--- src/hdl/hpft_pkg.sv ---
// Shared types, codes and helpers for the handbox packet / focus tracker.
package hpft_pkg;

    localparam int unsigned PKT_LEN = 10;
    localparam int unsigned CRC_LEN = 9;

    localparam logic [3:0] CNT_MAX     = 4'd15;
    localparam logic [3:0] CNT_CRC_LEN = 4'd9;
    localparam logic [3:0] CNT_LAST    = 4'd9;

    localparam logic [7:0] CRC_POLY = 8'h07;
    localparam logic [7:0] CRC_ZERO = 8'h00;
    localparam logic [7:0] CRC_ONE  = 8'h01;

    localparam int unsigned CFG_IDX_W  = 3;
    localparam int unsigned CFG_DATA_W = 32;

    typedef enum logic [CFG_IDX_W-1:0] {
        CFG_INVERT_X    = 3'd0,
        CFG_INVERT_Y    = 3'd1,
        CFG_INVERT_WHL  = 3'd2,
        CFG_SOFT_LIM_EN = 3'd3,
        CFG_LOWER_LIM   = 3'd4,
        CFG_UPPER_LIM   = 3'd5
    } t_cfg_idx;

    typedef enum logic {
        OP_BYTE  = 1'b0,
        OP_FOCUS = 1'b1
    } t_op;

    typedef enum logic {
        KIND_VERDICT = 1'b0,
        KIND_MOVE    = 1'b1
    } t_kind;

    typedef enum logic [1:0] {
        ST_LEGACY   = 2'd0,
        ST_CRC_OK   = 2'd1,
        ST_CRC_FAIL = 2'd2
    } t_status;

    typedef struct packed {
        t_kind              kind;
        t_status            status;
        logic signed [15:0] x_delta;
        logic signed [15:0] y_delta;
        logic               button;
        logic signed [31:0] focus_target;
        logic [31:0]        legacy_total;
        logic [31:0]        ok_total;
        logic [31:0]        fail_total;
    } t_result;

    // CRC-8, poly 0x07, MSB first, one byte
    function automatic logic [7:0] crc8_update(input logic [7:0] crc, input logic [7:0] b);
        logic [7:0] c;
        c = crc ^ b;
        for (int i = 0; i < 8; i++) begin
            if (c[7]) begin
                c = {c[6:0], 1'b0} ^ CRC_POLY;
            end else begin
                c = {c[6:0], 1'b0};
            end
        end
        return c;
    endfunction

endpackage

--- src/hdl/hpft_out_skid.sv ---
// Two-entry output buffer: result register plus skid register.
module hpft_out_skid (
    input  logic             i_clk,
    input  logic             i_rst_n,
    input  logic             i_push,
    input  hpft_pkg::t_result i_result,
    output logic             o_full,
    output logic             o_valid,
    input  logic             i_stall,
    output hpft_pkg::t_result o_result
);
    import hpft_pkg::*;

    logic    r_out_valid, n_out_valid;
    logic    r_skid_valid, n_skid_valid;
    t_result r_out, n_out;
    t_result r_skid, n_skid;
    logic    take;

    assign take     = r_out_valid && !i_stall;
    assign o_full   = r_skid_valid;
    assign o_valid  = r_out_valid;
    assign o_result = r_out;

    always_comb begin
        n_out_valid  = r_out_valid;
        n_skid_valid = r_skid_valid;
        n_out        = r_out;
        n_skid       = r_skid;
        if (r_skid_valid) begin
            // upstream is stalled while the skid entry is held
            if (take) begin
                n_out        = r_skid;
                n_skid_valid = 1'b0;
            end
        end else if (i_push) begin
            if (!r_out_valid || take) begin
                n_out       = i_result;
                n_out_valid = 1'b1;
            end else begin
                n_skid       = i_result;
                n_skid_valid = 1'b1;
            end
        end else if (take) begin
            n_out_valid = 1'b0;
        end
    end

    always_ff @(posedge i_clk) begin
        if (!i_rst_n) begin
            r_out_valid  <= 1'b0;
            r_skid_valid <= 1'b0;
        end else begin
            r_out_valid  <= n_out_valid;
            r_skid_valid <= n_skid_valid;
        end
    end

    always_ff @(posedge i_clk) begin
        r_out  <= n_out;
        r_skid <= n_skid;
    end

endmodule

--- src/hdl/handbox_packet_focus_tracker_core.sv ---
// Top level: packet checker, wheel accumulator and focus target generator.
// One input transaction per cycle, sustained: each byte or focus request is
// handled in the cycle it is accepted and its result (if any) is registered
// into a two-entry output buffer, so the input stalls only once both entries
// are held by a stalled output. A 10-byte packet gives its verdict on the
// transaction that carries the last byte. No startup sweep: the block is
// ready right after reset.
module handbox_packet_focus_tracker_core (
    input  logic                  i_clk,
    input  logic                  i_rst_n,

    input  logic                  i_cfg_wr_en,
    input  logic [hpft_pkg::CFG_IDX_W-1:0]  i_cfg_index,
    input  logic [hpft_pkg::CFG_DATA_W-1:0] i_cfg_data,

    input  logic                  i_in_valid,
    output logic                  o_in_stall,
    input  logic                  i_op,
    input  logic [7:0]            i_data_byte,
    input  logic                  i_last_byte,
    input  logic                  i_homing_busy,
    input  logic signed [31:0]    i_motor_position,

    output logic                  o_out_valid,
    input  logic                  i_out_stall,
    output logic                  o_kind,
    output hpft_pkg::t_status     o_status,
    output logic signed [15:0]    o_x_delta,
    output logic signed [15:0]    o_y_delta,
    output logic                  o_button,
    output logic signed [31:0]    o_focus_target,
    output logic [31:0]           o_legacy_total,
    output logic [31:0]           o_ok_total,
    output logic [31:0]           o_fail_total
);
    import hpft_pkg::*;

    // configuration
    logic               r_invert_x, r_invert_y, r_invert_whl, r_soft_lim_en;
    logic signed [31:0] r_lower_lim, r_upper_lim;

    // tracker state
    logic [7:0]         r_store [CRC_LEN];
    logic [3:0]         r_byte_count, n_byte_count;
    logic [7:0]         r_crc, n_crc;
    logic [31:0]        r_wheel_last, n_wheel_last;
    logic               r_first_pkt, n_first_pkt;
    logic [31:0]        r_wheel_accum, n_wheel_accum;
    logic signed [31:0] r_focus_pos, n_focus_pos;
    logic               r_pos_synced, n_pos_synced;
    logic [31:0]        r_legacy_cnt, n_legacy_cnt;
    logic [31:0]        r_ok_cnt, n_ok_cnt;
    logic [31:0]        r_fail_cnt, n_fail_cnt;

    logic               in_accept;
    logic               store_we;
    logic               res_valid;
    t_result            res;
    t_result            out_res;
    logic               skid_full;

    // datapath temporaries
    logic [7:0]         crc_calc;
    logic               pkt_pass;
    logic [31:0]        wheel_new;
    logic [31:0]        wheel_d;
    logic [15:0]        xv, yv;
    logic signed [31:0] pos_base, pos_sum, pos_lo;

    assign o_in_stall = skid_full;
    assign in_accept  = i_in_valid && !skid_full;
    assign store_we   = in_accept && (t_op'(i_op) == OP_BYTE) && (r_byte_count < CNT_CRC_LEN);

    always_ff @(posedge i_clk) begin
        if (!i_rst_n) begin
            r_invert_x    <= 1'b0;
            r_invert_y    <= 1'b0;
            r_invert_whl  <= 1'b0;
            r_soft_lim_en <= 1'b0;
            r_lower_lim   <= 32'sh8000_0000;
            r_upper_lim   <= 32'sh7FFF_FFFF;
        end else if (i_cfg_wr_en) begin
            case (t_cfg_idx'(i_cfg_index))
                CFG_INVERT_X:    r_invert_x    <= i_cfg_data[0];
                CFG_INVERT_Y:    r_invert_y    <= i_cfg_data[0];
                CFG_INVERT_WHL:  r_invert_whl  <= i_cfg_data[0];
                CFG_SOFT_LIM_EN: r_soft_lim_en <= i_cfg_data[0];
                CFG_LOWER_LIM:   r_lower_lim   <= $signed(i_cfg_data);
                CFG_UPPER_LIM:   r_upper_lim   <= $signed(i_cfg_data);
                default: ;
            endcase
        end
    end

    // bytes 0..8; byte 9 is only needed in the transaction that carries it
    always_ff @(posedge i_clk) begin
        if (store_we) begin
            r_store[r_byte_count] <= i_data_byte;
        end
    end

    always_comb begin
        n_byte_count  = r_byte_count;
        n_crc         = r_crc;
        n_wheel_last  = r_wheel_last;
        n_first_pkt   = r_first_pkt;
        n_wheel_accum = r_wheel_accum;
        n_focus_pos   = r_focus_pos;
        n_pos_synced  = r_pos_synced;
        n_legacy_cnt  = r_legacy_cnt;
        n_ok_cnt      = r_ok_cnt;
        n_fail_cnt    = r_fail_cnt;
        res           = '0;
        res_valid     = 1'b0;
        crc_calc      = (r_crc == CRC_ZERO) ? CRC_ONE : r_crc;
        pkt_pass      = 1'b0;
        wheel_new     = {r_store[0], r_store[1], r_store[2], r_store[3]};
        wheel_d       = r_invert_whl ? (r_wheel_last - wheel_new) : (wheel_new - r_wheel_last);
        xv            = {r_store[4], r_store[5]};
        yv            = {r_store[6], r_store[7]};
        pos_base      = r_pos_synced ? r_focus_pos : i_motor_position;
        pos_sum       = pos_base + $signed(r_wheel_accum);
        pos_lo        = pos_sum;

        if (r_invert_x) xv = 16'd0 - xv;
        if (r_invert_y) yv = 16'd0 - yv;

        if (r_soft_lim_en) begin
            if (pos_sum < r_lower_lim) pos_lo = r_lower_lim;
            if (r_upper_lim < pos_lo)  pos_lo = r_upper_lim;
        end

        if (in_accept) begin
            if (t_op'(i_op) == OP_FOCUS) begin
                if (!i_homing_busy) begin
                    n_wheel_accum = '0;
                    if (r_wheel_accum != '0) begin
                        n_focus_pos      = pos_lo;
                        n_pos_synced     = 1'b1;
                        res.kind         = KIND_MOVE;
                        res.focus_target = pos_lo;
                        res_valid        = 1'b1;
                    end
                end
            end else begin
                if (r_byte_count < CNT_CRC_LEN) n_crc = crc8_update(r_crc, i_data_byte);
                if (r_byte_count != CNT_MAX)    n_byte_count = r_byte_count + 4'd1;
                if (i_last_byte) begin
                    n_byte_count = '0;
                    n_crc        = '0;
                    // ten bytes: this transaction carries byte 9
                    if (r_byte_count == CNT_LAST) begin
                        res_valid = 1'b1;
                        res.kind  = KIND_VERDICT;
                        if (i_data_byte == CRC_ZERO) begin
                            n_legacy_cnt = r_legacy_cnt + 32'd1;
                            res.status   = ST_LEGACY;
                            pkt_pass     = 1'b1;
                        end else if (crc_calc != i_data_byte) begin
                            n_fail_cnt = r_fail_cnt + 32'd1;
                            res.status = ST_CRC_FAIL;
                        end else begin
                            n_ok_cnt   = r_ok_cnt + 32'd1;
                            res.status = ST_CRC_OK;
                            pkt_pass   = 1'b1;
                        end
                        if (pkt_pass) begin
                            if (r_first_pkt) begin
                                n_first_pkt = 1'b0;
                            end else begin
                                n_wheel_accum = r_wheel_accum + wheel_d;
                            end
                            n_wheel_last = wheel_new;
                            res.x_delta  = $signed(xv);
                            res.y_delta  = $signed(yv);
                            res.button   = |r_store[8];
                        end
                    end
                end
            end
        end

        res.legacy_total = n_legacy_cnt;
        res.ok_total     = n_ok_cnt;
        res.fail_total   = n_fail_cnt;
    end

    always_ff @(posedge i_clk) begin
        if (!i_rst_n) begin
            r_byte_count  <= '0;
            r_crc         <= '0;
            r_wheel_last  <= '0;
            r_first_pkt   <= 1'b1;
            r_wheel_accum <= '0;
            r_focus_pos   <= '0;
            r_pos_synced  <= 1'b0;
            r_legacy_cnt  <= '0;
            r_ok_cnt      <= '0;
            r_fail_cnt    <= '0;
        end else begin
            r_byte_count  <= n_byte_count;
            r_crc         <= n_crc;
            r_wheel_last  <= n_wheel_last;
            r_first_pkt   <= n_first_pkt;
            r_wheel_accum <= n_wheel_accum;
            r_focus_pos   <= n_focus_pos;
            r_pos_synced  <= n_pos_synced;
            r_legacy_cnt  <= n_legacy_cnt;
            r_ok_cnt      <= n_ok_cnt;
            r_fail_cnt    <= n_fail_cnt;
        end
    end

    hpft_out_skid u_out (
        .i_clk    (i_clk),
        .i_rst_n  (i_rst_n),
        .i_push   (res_valid),
        .i_result (res),
        .o_full   (skid_full),
        .o_valid  (o_out_valid),
        .i_stall  (i_out_stall),
        .o_result (out_res)
    );

    assign o_kind         = out_res.kind;
    assign o_status       = out_res.status;
    assign o_x_delta      = out_res.x_delta;
    assign o_y_delta      = out_res.y_delta;
    assign o_button       = out_res.button;
    assign o_focus_target = out_res.focus_target;
    assign o_legacy_total = out_res.legacy_total;
    assign o_ok_total     = out_res.ok_total;
    assign o_fail_total   = out_res.fail_total;

`ifndef SYNTHESIS
    // a held skid entry means the output register is held too
    a_skid_implies_out: assert property (@(posedge i_clk) disable iff (!i_rst_n)
        o_in_stall |-> o_out_valid)
        else $error("skid entry held with empty output register");

    // any last byte restarts the packet framing
    a_last_restarts: assert property (@(posedge i_clk) disable iff (!i_rst_n)
        (in_accept && !i_op && i_last_byte) |=> (r_byte_count == '0 && r_crc == '0))
        else $error("byte count or crc not restarted after last byte");

    // with sane limits a move target stays inside them
    a_target_in_limits: assert property (@(posedge i_clk) disable iff (!i_rst_n)
        (o_out_valid && o_kind == KIND_MOVE && r_soft_lim_en && !(r_lower_lim > r_upper_lim))
        |-> (o_focus_target >= r_lower_lim && o_focus_target <= r_upper_lim))
        else $error("focus target outside soft limits");

    // the three packet counters advance by at most one between them per cycle
    a_one_verdict: assert property (@(posedge i_clk) disable iff (!i_rst_n)
        ##1 ((r_legacy_cnt != $past(r_legacy_cnt)) + (r_ok_cnt != $past(r_ok_cnt))
             + (r_fail_cnt != $past(r_fail_cnt)) <= 1))
        else $error("more than one packet counter advanced");
`endif

endmodule

--- config.mk ---
export PLATFORM = sky130hd
export DESIGN_NAME = handbox_packet_focus_tracker_core
export DESIGN_NICKNAME = d
export VERILOG_FILES = /design/src/hdl/hpft_pkg.sv /design/src/hdl/hpft_out_skid.sv /design/src/hdl/handbox_packet_focus_tracker_core.sv
export SDC_FILE = /design/constraint.sdc
export NUM_CORES = 2
export LEC_CHECK = 0
export BUFFER_PORTS_ARGS = -buffer_cell sky130_fd_sc_hd__buf_2
export CELL_PAD_IN_SITES_DETAIL_PLACEMENT = 0
export CELL_PAD_IN_SITES_GLOBAL_PLACEMENT = 1
export CORE_MARGIN = 5
export CORE_UTILIZATION = 24
export DETAILED_ROUTE_END_ITERATION = 8
export HOLD_SLACK_MARGIN = 0.12
export PLACE_DENSITY_LB_ADDON = 0.1
export SLEW_MARGIN = 5
export SYNTH_ARGS = -nofsm -noshare
export SYNTH_HDL_FRONTEND = slang
export SYNTH_SLANG_ARGS = --single-unit
--- constraint.sdc ---
create_clock -name i_clk -period 21 [get_ports i_clk]
set_input_delay 4.2 -clock i_clk [delete_from_list [all_inputs] [get_ports i_clk]]
set_output_delay 4.2 -clock i_clk [all_outputs]
set_load 0.01 [all_outputs]
* Word level (Yosys, flattened, before mapping) *
Memories as Yosys holds them, arrays and structs flattened.
Index checks and enable logic that the tools add are counted.

storage, ports and cells
  register bits after elaboration = 604
  bits in writable memories = 72
  output and inout port bits = 166
  memories = 1

memory list
  name     words  bits a word  rd ports  clocked after Yosys merged registers in  write ports  line                                     RTL
  r_store  9      8            9         0                                        1            handbox_packet_focus_tracker_core.sv:43  logic [7:0] r_store [CRC_LEN];

cells by class
  add/sub/neg operators = 10
  $lt $le $gt $ge = 3
  eq/ne operators = 12
  mux-type cells = 101
  bitwise operators = 13
  reductions and logical operators = 35

operators by type and width
  kind                   count
  $mux 32                32
  $mux 164               4
  $mux 8                 24
  $mux 35                3
  $add 32x1->32 const B  3
  $mux 68                1
  $add 32x32->32         2
  $lt 32x32->1           2
  $sub 32x32->32         2
  $mux 33                1
  $mux 16                2
  $reduce_bool 32->1     1
  $sub 1x16->16 const A  2
  $mux 3                 8
  $not 3->3              8
  $mux 1                 22
  $logic_not 8->1        2
  $reduce_bool 2->1      8
  $reduce_and 3->1       5
  $reduce_and 2->1       6
  $mux 4                 2
  $ne 8x8->1             1
  $reduce_or 8->1        1
  $xor 8x8->8            1
  18 further kinds       31

* Depth between registers and ports, before layout *
  word-level depth = 40
  gate-level depth with buffers = 37

* Cells and area by module *
From an unflattened synthesis, not the netlist that was laid out.

second synthesis, totals
  cell total of the unflattened synthesis = 3448
  area, all modules = 36149.7 um^2

by module, submodules not included
  module                             instances  cells each  area an instance (um^2)
  handbox_packet_focus_tracker_core  1          2924        23790.3
  hpft_out_skid                      1          524         12359.4

* Worst setup path before layout *
No wires, ideal clock.

  kind = input-to-reg
  start point = in i_op
  end point = reg u_out.r_out, in the netlist u_out.o_result[0], enable pin
  arrival = 13.014 ns
  data required time = 20.257 ns
  slack = 7.243 ns
  stages on the path = 6
  cells stage by stage = or3b_1 -> buf_2 -> or2_4 -> nand2_1 -> a21oi_1 -> a21oi_1

on the way
  cells in the longest elaborated chain, start to end = 4

RTL lines
  item                         line                                      RTL
  from (decl)                  handbox_packet_focus_tracker_core.sv:18   input logic i_op,
  $mux 1                       handbox_packet_focus_tracker_core.sv:134  if (t_op'(i_op) == OP_FOCUS) begin
  $mux 1                       handbox_packet_focus_tracker_core.sv:133  if (in_accept) begin
  $reduce_bool 2->1 (no line)  -
  $reduce_and 3->1 (no line)   -
  to (signal assigned)         hpft_out_skid.sv:60                       r_out <= n_out;
  to (decl)                    hpft_out_skid.sv:16                       t_result r_out, n_out;

Every way passes these cells.
A chain may end at the register's enable or synchronous reset.

==> impl_metrics.toml <==
[critical_path]
worstSetupEndpoint = "u_out.o_result[122]"
r2r_start = "r_pos_synced"
cp-end-kind = "flop"
crit_slowest_cell = "nor4_1"
cp_max_fo = 32
critPathLaunchType = "input pin"
cp.required_ns = 21.40
cp-startpoint = "i_motor_position[1]"
worstPathArrival_ns = 13.73
reg2regPathDepth = 29
slowest_delay_ns = 1.02
r2r_end = "u_out.o_result[122]"
crit_type = "input pin to flop"
timing.reg2reg.setup_slack_ns = 10.37

[sta]
max_freq_ghz = 0.07498
finalClockSkew_ns = 0.03895
fin_crit_ns = 13.34
drv_slew = 0
hold_viol = 0
setup_viol = 0
finalSetupTns_ns = 0
tightest_slew_ns = 1.222
period_share = 0.6351
rsz0062_at_grt = "no"
relSlewSlack = 0.1776

[drt]
wl_met2_um = 51890
vias = 25442
drc_errors = 0
highest-signal-layer = "met4"
totalWireLength_um = 112900
antenna_left = 0
drt_iter0_markers = 1198
viasPerCell = 4.534
drt-wirelength-per-cell_um = 20.12
met3_length_um = 4725
wl_met1_um = 54060
dr.pass1.iters = 6

[yosys]
synth.mux.area_fraction = 0.05280
synth-xor-area-share = 0.05305
yosys.area_share.simple = 0.1454
yosys.area.top_type = "edfxtp_1"
ys_warn_count = 0
ys_types = 89
synth_top_family_by_area = "simple AND/OR/NAND/NOR gates"
synth_area_leaders = "edfxtp_1 34%, dfxtp_1 16%, ha_1 7.0%"
avgSynthCellArea_um2 = 10.34
synth_compound_gate_area_share = 0.1403
synth_fa_ha_area_frac = 0.07206
synth_flop_cell = "edfxtp_1"
synth_area_um2 = 35140
synth_edf_count = 400
async_reset_ff_frac = 0
syn_nets = 3683
ys_ff_latch = 676
synth_top_area_share = 0.3418
synthCells = 3400
yosysSeqAreaShare = 0.4990

[clock_network]
cts_tree = "yes"
insertion_delay_ns = 0.68
numCtsBuffers = 86
h-tree-depth = 3
holdBufCountCts = 0
clockBufferDepth = 3
cts_resized = 0
cts_sinks = 676
cts-root-buf = "clkbuf_16"
cts_setup_buffers = 0
path_clk_slew_ns = 0.06

[floorplanning]
die_w_um = 392.7
die_h_um = 392.7
start_util = 0.2414
io_pins = 249
core_um2 = 145600
die-area_um2 = 154200
row_count = 140

[power_and_ir_drop]
fin_total_pwr_mw = 3.042
p_leak_nw = 16.44
vdd_drop_max_mv = 0.06239
power.density_nw_per_um2 = 73.69

[worst_hold_path]
whs_path_depth = 2
hp-class = "flop to flop"

[grt]
antenna_found_initial = 20
grt_usage = 0.1442
overflow = 0
grt_pass1_vias = 25778
grt_max_degree = 70
grt_pass1_wl_um = 169300

[placed_design]
placed_area_um2 = 38480
dpl.hpwl_um = 81140
io_buffers = 248
place_congestion = 0.7816

[finish]
drive_gt1_frac = 0.1593
stdcell_area_um2 = 41280
area_growth_pct = 17.45
num-nets-final = 3904

[outcome]
status = "finished clean"

[flow_run]
drv_cap = 0
==> per-layer routing <==
metal | global-route usage | vias to the layer above
met4 | 0.03791 | 0
met3 | 0.02228 | 125
met5 | 0 | -
met2 | 0.2369 | 428
met1 | 0.1981 | 12241
li1 | - | 12648
==> worst max-delay path: cells and delay by family <==
kind / cells / cell delay [ns]
AO/OA/AOI/OAI: 10 / 2.89
XOR/XNOR: 1 / 0.21
adder cells (fa/ha/maj): 3 / 0.93
buffers and inverters: 4 / 1.16
multiplexers: 2 / 0.58
AND/OR/NAND/NOR: 10 / 3.72
==> layout make-up <==
| class | instances | area [um^2] |
|---|---|---|
| flip-flops and latches | 676 | 17540 |
| inverters | 191 | 719.4 |
| fillers | 15353 | 104300 |
| diodes | 2 | 5.005 |
| clock buffers | 124 | 2406 |
| repair buffers | 278 | 1469 |
| clock inverters | 35 | 382.9 |
| multi-input cells | 2388 | 16350 |
| well taps | 1917 | 2399 |
==> stage by stage <==
stage          worst slack (ns)  utilization  std cells  hold slack, ns
2_1_floorplan             7.243            -       3400          0.4313
3_3_place_gp              7.275       0.2644       5450          0.4391
3_5_place_dp              6.931       0.2644       5450          0.4466
4_1_cts                   7.656       0.2835       5609          0.4543
5_1_grt                   6.687       0.2835       5609          0.4728
6_report                  7.664       0.2836       5611          0.4523
==> how the worst min path moves through the flow <==
stage	startpoint	to	slack, ns
floorplan	r_first_pkt	r_first_pkt	0.43
global placement	r_focus_pos[11]	r_focus_pos[11]	0.44
global route	r_lower_lim[16]	r_lower_lim[16]	0.47
detailed placement	r_focus_pos[11]	r_focus_pos[11]	0.45
CTS	r_focus_pos[11]	r_focus_pos[11]	0.45
finish	r_focus_pos[12]	r_focus_pos[12]	0.45
==> cell usage after synthesis (9+ instances only) <==
cell type  count
a21oi_1      246
inv_1        188
o211ai_1      41
mux2_2       139
edfxtp_1     400
nor4_1        29
o21a_1        40
nor2b_1       27
a211oi_1      18
or2_2          9
and2_1       144
mux2i_1       29
ha_1         196
o31ai_1       23
xnor2_1      130
nand2_1      370
nor2_1       202
xor2_1        81
o21bai_1      19
nand2b_1      19
a22oi_1       25
nand4_1       42
a31oi_1       15
dfxtp_1      276
clkbuf_1     126
or3_1         15
and3_1        29
a22o_1        11
nand3_1       83
nor3_1        43
o21ai_0      112
a21o_1       111
==> cells in the final DEF (no fill, tap or decap), types with 13 or more instances in the layout <==
cell type  synthesis  final
nand4_1           42     42
o21bai_1          19     19
inv_1            188    188
and3_1            29     28
nand3_1           83     83
nor4_1            29     29
or3_1             15     14
o21ai_0          112    110
a31oi_1           15     15
o31ai_1           23     23
ha_1             196    196
a22oi_1           25     25
xor2_1            81     81
xnor2_1          130    130
clkbuf_16          0     87
mux2i_1           29     29
nand2_1          370    370
dfxtp_1          276    273
nor2b_1           27     27
buf_2              7    247
nor3_1            43     41
nand2b_1          19     19
edfxtp_1         400    400
o21a_1            40     40
buf_4              1     31
nor2_1           202    198
mux2_2           139    139
clkinv_2           0     13
and2_1           144    144
a21o_1           111    111
a21oi_1          246    245
clkbuf_1         126     28
a211oi_1          18     18
o211ai_1          41     41
==> kinds of logic (layout without fill, tap and decap cells) <==
kind of cell / Yosys count / count (layout)
adders and majority gates: 200 / 200
xor gates and xnor gates: 212 / 212
buffers and inverters: 336 / 628
AOI/OAI and AO/OA: 754 / 754
and+or+nand+nor: 1054 / 1054
other: 0 / 2
DFF: 676 / 676
muxes: 168 / 168
==> where the power goes <==
| part | total (mW) | internal [mW] | leakage [nW] | switching (mW) |
|---|---|---|---|---|
| logic | 0.162 | 0.0585 | 9.05 | 0.104 |
| registers | 1.40 | 1.40 | 6.03 | 0.00572 |
| clock network | 1.48 | 0.881 | 1.36 | 0.595 |
(Power assumes the default switching activity.)
